===== config.mk =====
export PLATFORM = sky130hd
export DESIGN_NAME = sfc_cell
export DESIGN_NICKNAME = d
export VERILOG_FILES = /design/src/design/sfc_pkg.sv /design/src/design/sfc_cell.sv
export SDC_FILE = /design/constraint.sdc
export NUM_CORES = 2
export LEC_CHECK = 0
export BUFFER_PORTS_ARGS = -buffer_cell sky130_fd_sc_hd__buf_2
export CAP_MARGIN = 25
export CORE_MARGIN = 2
export CORE_UTILIZATION = 35
export CTS_BUF_LIST = sky130_fd_sc_hd__clkbuf_2 sky130_fd_sc_hd__clkbuf_4 sky130_fd_sc_hd__clkbuf_8
export CTS_CLUSTER_SIZE = 12
export DETAILED_ROUTE_END_ITERATION = 8
export PLACE_DENSITY = 0.56
export RECOVER_POWER = 50
export SLEW_MARGIN = 20
export SYNTH_ARGS = -nofsm -noshare
export SYNTH_HDL_FRONTEND = slang
export SYNTH_SLANG_ARGS = --single-unit
export TNS_END_PERCENT = 100

===== constraint.sdc =====
create_clock -name i_clk -period 14 [get_ports i_clk]
set_input_delay 2.8 -clock i_clk [delete_from_list [all_inputs] [get_ports i_clk]]
set_output_delay 2.8 -clock i_clk [all_outputs]
set_load 0.1 [all_outputs]

===== src/design/sfc_pkg.sv =====
// Shared types and constants of the sphere frustum culling core.
// No dependencies.
`default_nettype none

package sfc_pkg;

    localparam int SPH_W                = 16;
    localparam int MASK_W               = 6;
    localparam int REG_COUNT            = 6;
    localparam int CFG_IDX_W            = 3;
    localparam int PLANE_W              = 64;
    localparam int PROD_W               = 2 * SPH_W;
    localparam int SUM_W                = PROD_W + 4;
    localparam int DEF_PLANE_COUNT      = 6;
    localparam int DEF_NORMAL_FRAC_BITS = 14;

    typedef struct packed {
        logic signed [SPH_W-1:0] cx;
        logic signed [SPH_W-1:0] cy;
        logic signed [SPH_W-1:0] cz;
        logic signed [SPH_W-1:0] r;
    } t_sphere;

    typedef struct packed {
        t_sphere           sphere;
        logic [MASK_W-1:0] mask;
    } t_token;

    typedef struct packed {
        logic signed [SPH_W-1:0] d;
        logic signed [SPH_W-1:0] nz;
        logic signed [SPH_W-1:0] ny;
        logic signed [SPH_W-1:0] nx;
    } t_plane;

endpackage

`default_nettype wire


===== src/design/sfc_cell.sv =====
// One plane of the culling chain: holds its plane register and tests each sphere.
// Two register stages per cell. Depends on sfc_pkg.
`default_nettype none

module sfc_cell
    import sfc_pkg::*;
#(
    parameter int CELL_INDEX       = 0,
    parameter int NORMAL_FRAC_BITS = DEF_NORMAL_FRAC_BITS
) (
    input  wire logic               i_clk,
    input  wire logic               i_rst_n,
    input  wire logic               i_wr_en,
    input  wire logic [PLANE_W-1:0] i_wr_data,
    input  wire logic               i_valid,
    input  wire t_token             i_tok,
    output logic                    o_valid,
    output t_token                  o_tok
);

    t_plane                    r_plane;
    logic                      r_valid_a;
    t_token                    r_tok_a;
    logic signed [PROD_W-1:0]  r_px;
    logic signed [PROD_W-1:0]  r_py;
    logic signed [PROD_W-1:0]  r_pz;
    logic                      r_valid_b;
    t_token                    r_tok_b;
    t_token                    n_tok_b;
    logic signed [SPH_W:0]     w_dr;
    logic [SUM_W-1:0]          w_sum;

    always_ff @(posedge i_clk) begin
        if (!i_rst_n) begin
            r_plane <= '0;
        end else if (i_wr_en) begin
            r_plane <= t_plane'(i_wr_data);
        end
    end

    always_ff @(posedge i_clk) begin
        if (!i_rst_n) begin
            r_valid_a <= 1'b0;
            r_valid_b <= 1'b0;
        end else begin
            r_valid_a <= i_valid;
            r_valid_b <= r_valid_a;
        end
    end

    always_ff @(posedge i_clk) begin
        r_tok_a <= i_tok;
        r_px    <= PROD_W'(r_plane.nx) * PROD_W'(i_tok.sphere.cx);
        r_py    <= PROD_W'(r_plane.ny) * PROD_W'(i_tok.sphere.cy);
        r_pz    <= PROD_W'(r_plane.nz) * PROD_W'(i_tok.sphere.cz);
        r_tok_b <= n_tok_b;
    end

    // The plane passes when n.c + (d + r) * 2^F is not negative.
    always_comb begin
        w_dr  = {r_plane.d[SPH_W-1], r_plane.d} + {r_tok_a.sphere.r[SPH_W-1], r_tok_a.sphere.r};
        w_sum = {{(SUM_W-PROD_W){r_px[PROD_W-1]}}, r_px}
              + {{(SUM_W-PROD_W){r_py[PROD_W-1]}}, r_py}
              + {{(SUM_W-PROD_W){r_pz[PROD_W-1]}}, r_pz}
              + ({{(SUM_W-SPH_W-1){w_dr[SPH_W]}}, w_dr} << NORMAL_FRAC_BITS);
        n_tok_b = r_tok_a;
        n_tok_b.mask[CELL_INDEX] = w_sum[SUM_W-1];
    end

    assign o_valid = r_valid_b;
    assign o_tok   = r_tok_b;

endmodule

`default_nettype wire


Word level (Yosys, flattened, before mapping):

Cells that the tools add are included.

* add/subtract/negate cells: 4
* $mul: 3
* divide/modulo/power cells: 0
* magnitude comparators: 0
* equality and inequality tests: 0
* shift-type cells: 0
* mux-type cells: 0
* bitwise logic cells: 0
* reduce and logical (&&, ||, !) cells: 0

Operators with widths (number)
* $mul A16 B16 Y32: 3
* $add A34 B31 Y35: 1
* $add A33 B32 Y34: 1
* $add A32 B32 Y33: 1
* $add A16 B16 Y17: 1

* bits in registers: 302
* bits in latches: 0
* memory bits (writable): 0
* bits in read-only memories: 0
* input bits: 138
* output and inout port bits: 71
* logic and storage cells: 26
* memories kept: 0

Logic depth before layout (Yosys ltp):

* word-level depth: 3
* mapped depth: 23
* depth with buffers taken out: 22

Least setup slack after synthesis:

Ideal clock, no wire load.

* path kind: in2reg
* start: in i_tok[39] in the netlist's numbering
* end: reg r_py[31]
* setup time: 0.091 ns
* data arrival time: 8.372 ns
* required time: 13.909 ns
* slack: 5.537 ns
* stages: 20
* path buffers: 1
* path through: clkbuf_1 -> nand2_1 -> inv_1 -> fa_1 -> fa_1 -> fa_1 -> fa_1 -> fa_1 -> inv_1 -> fa_1 -> inv_1 -> ha_1 -> nand2_1 -> o31a_1 -> o21ai_0 -> nand2_1 -> a31oi_1 -> a41o_1 -> nor4_1 -> a311oi_1

* word-level cells in the longest chain between the ends: 1

RTL lines
* start: declaration: RTL line sfc_cell.sv:16 `input wire t_token i_tok,`
* $mul A16 B16 Y32: RTL line sfc_cell.sv:54 `r_py <= PROD_W'(r_plane.ny) * PROD_W'(i_tok.sphere.cy);`
* end signal: assignment: RTL line sfc_cell.sv:54
* end: declaration: RTL line sfc_cell.sv:25 `logic signed [PROD_W-1:0] r_py;`

No other way between the ends.
A chain may end at the register's enable or synchronous reset.

Worst setup path in the final report:

* start: in i_tok[23] in the netlist's numbering
* end: reg r_pz[29]

* word-level cells in the longest chain between the ends: 1

RTL lines
* $mul A16 B16 Y32: RTL line sfc_cell.sv:55 `r_pz <= PROD_W'(r_plane.nz) * PROD_W'(i_tok.sphere.cz);`
* end signal: assignment: RTL line sfc_cell.sv:55
* end: declaration: RTL line sfc_cell.sv:26 `logic signed [PROD_W-1:0] r_pz;`

No other way between the ends.

==> results_dict.tcl <==
set metrics [dict create \
    syn_nets 5242 \
    yosys.area_share.simple_pct 13.2 \
    fillerInstances 11200 \
    synth_edf_count 0 \
    die-height_um 339 \
    stdcell_count 5656 \
    finalCriticalPeriod_ns 9.09 \
    powerDensity_mw_per_mm2 189 \
    final_area_sq_mm 0.0431 \
    core_area_sq_mm 0.111 \
    rrSetupSlack_ns 6.88 \
    status "complete, but fails checks" \
    antenna_left 0 \
    drc 0 \
    fp-row-count 122 \
    numCtsBuffers 58 \
    finalHoldViolCount 0 \
    total_power_mw 8.17 \
    relSlewSlack_pct -127 \
    yosysTopAreaCell "fa_1" \
    grt_setup_unrepaired "false" \
    wl_um 93400 \
    vdd_drop_max_uv 139 \
    worstMarginPinSlew_ns 3.40 \
    grt_pass1_wl_um 155000 \
    p_leak_nw 21.8 \
    final_max_slew_viol_count 67 \
    startpoint_type "input pin" \
    async_reset_ff_share_pct 0 \
    synth.area.top_cells "fa_1, dfxtp_1, ha_1" \
    insertion_delay_ns 0.75 \
    cts-root-buf "clkbuf_8" \
    synth_top_cell_area_share_pct 42.6 \
    track_usage_pct 17.1 \
    path_clk_slew_ns 0.08 \
    cts_tree "done" \
    clock_skew_ns 0.0408 \
    placed_cells 5547 \
    drt_iter0_drc 1058 \
    setup_ws_ns 4.91 \
    synthXorXnorAreaFrac_pct 2.54 \
    drive_gt1_share_pct 7.06 \
    wl_per_cell_um 16.5 \
    setup_tns_ns 0 \
    grt_pass1_vias 28600 \
    final_util_pct 38.9 \
    dr.pass1.iters 5 \
    h-tree-depth 2 \
    ys.flop_type "dfxtp_1" \
    worstPathArrival_ns 9.64 \
    synth.most_common_cell "inv_1" \
    synth_top_family_by_area "adder cells" \
    required_ns 14.56 \
    violations "capacitance limit, slew limit" \
    ios 209 \
    antenna_found_initial 15 \
    synth_seq_cells 301 \
    synth_fa_ha_area_share_pct 52.4 \
    synth.distinct_cells 63 \
    hold_path.class "register to register" \
    muxShareOfSynthArea_pct 1.71 \
    dp_slack_ns 4.63 \
    clk_path_buf_depth 3 \
    port_buffers 207 \
    area_delta_synth_final_pct 9.76 \
    place.gp.congestion 0.823 \
    ctsResizeCount 0 \
    place_hpwl_um 74600 \
    crit_path_end_kind "register" \
    die_x_um 339 \
    via_count 26100 \
    avgSynthCellArea_sq_um 9.92 \
    synth_commonest_cells "inv_1, fa_1, nand2_1, and2_1, ha_1" \
    worstPathMaxFanout 17 \
    max_freq_mhz 110 \
    hold_buffers 0 \
    seq_area_frac_synth_pct 15.3 \
    setup_viol_count_final 0 \
    finalNetCount 5400 \
    fin_crit_sh_pct 64.9 \
    path_class "input pin to register" \
    post_dp_cell_area_sq_mm 0.0418 \
    synth_compound_area_share_pct 4.76 \
    start_util_pct 35.4 \
    cts.sinks 301 \
    grt_start_max_net_pins 67 \
    via_per_inst 4.61 \
    yosysWarnings 0 \
    fin_hold_ws_ns 0.309 \
    cts_setup_buffers 0 \
    synthCells 3961 \
    gr-total-overflow 0 \
    die_area_sq_mm 0.115 \
    maxCapViolCount 1 \
    syn_area_sq_mm 0.0393 \
]
critical path, stage by stage:
cell and delay [ns]:
clkbuf_1 0.71, nand2_1 0.22, inv_1 0.19, fa_1 0.57, fa_1 0.86, fa_1 0.52, fa_1 0.52, fa_1 0.51
inv_1 0.05, fa_1 0.47, inv_1 0.04, ha_1 0.31, o21a_1 0.15, a221oi_2 0.29, o41ai_2 0.18, a211o_1 0.29
a31o_2 0.27, xor2_1 0.67
power by group:
group	internal, mW	total [mW]	leakage [nW]	switching (mW)
clock network	0.601	1.04	0.718	0.440
registers	1.08	1.24	2.53	0.153
logic	2.45	5.89	18.5	3.44
total	4.13	8.17	21.8	4.03
routing by layer:
layer	vias to the layer above	track usage [%]	wire, um
li1	12100	-	-
met1	13300	22.6	41300
met2	504	28.0	43500
met3	154	3.02	4900
met4	14	6.43	3590
met5	-	0	83
state kept, by name, indices dropped and copies added (netlist names):
name,count
n_tok_b,69
r_px,32
r_valid_a,1
r_plane,64
r_py,32
o_valid,1
o_tok,70
r_pz,32
cell type report:
cell class              instances  area [sq um]  share of cell area, %
well taps                    1488          1860                   4.32
flip-flops and latches        301          6030                   14.0
repair buffers                214          1030                   2.38
diodes                          1          2.50                0.00580
clock buffers                  85          1090                   2.54
inverters                     936          3510                   8.15
clock inverters                23           289                  0.670
multi-input cells            2608         29300                   68.0
logic make-up (layout without fill, tap and decap cells):
group                    Yosys count  after routing
AND/OR/NAND/NOR                 1018           1018
multiplexers                      67             67
buffers and inverters           1052           1258
XOR/XNOR                         114            114
AO/OA/AOI/OAI                    266            266
other                              0              1
adder cells (fa/ha/maj)         1143           1143
flip-flops                       301            301
placed cells by master (no fill, tap or decap), drive strengths merged, types with 4 or more instances in the layout:
cell type / instances
nand3: 28
a211oi: 11
nor2b: 71
o2111ai: 4
o21bai: 16
o21ai: 31
ha: 306
buf: 164
xnor2: 87
xor2: 27
nor4: 6
a21boi: 4
a31oi: 9
clkinv: 12
o31ai: 4
or3: 7
nand2: 385
dfxtp: 301
nand2b: 16
o211ai: 9
o21a: 12
and3: 8
and2: 382
clkbuf: 135
fa: 837
a21oi: 71
a221oi: 8
bufinv: 5
or2: 7
nand4: 14
inv: 939
nor3: 22
nor2: 68
a211o: 4
o31a: 4
a21o: 49
a2111oi: 4
mux2i: 66
a31o: 4
worst paths after layout:
path	from	endpoint	depth (start not counted)
worst max-delay path	i_tok[23]	r_pz[29]	18
worst min-delay path	n_tok_b[54]	o_tok[54]	0
worst max register to register	r_plane[42]	r_pz[29]	18
worst min register to register	n_tok_b[54]	o_tok[54]	0
No activity file was read; power rests on OpenSTA's default activity.
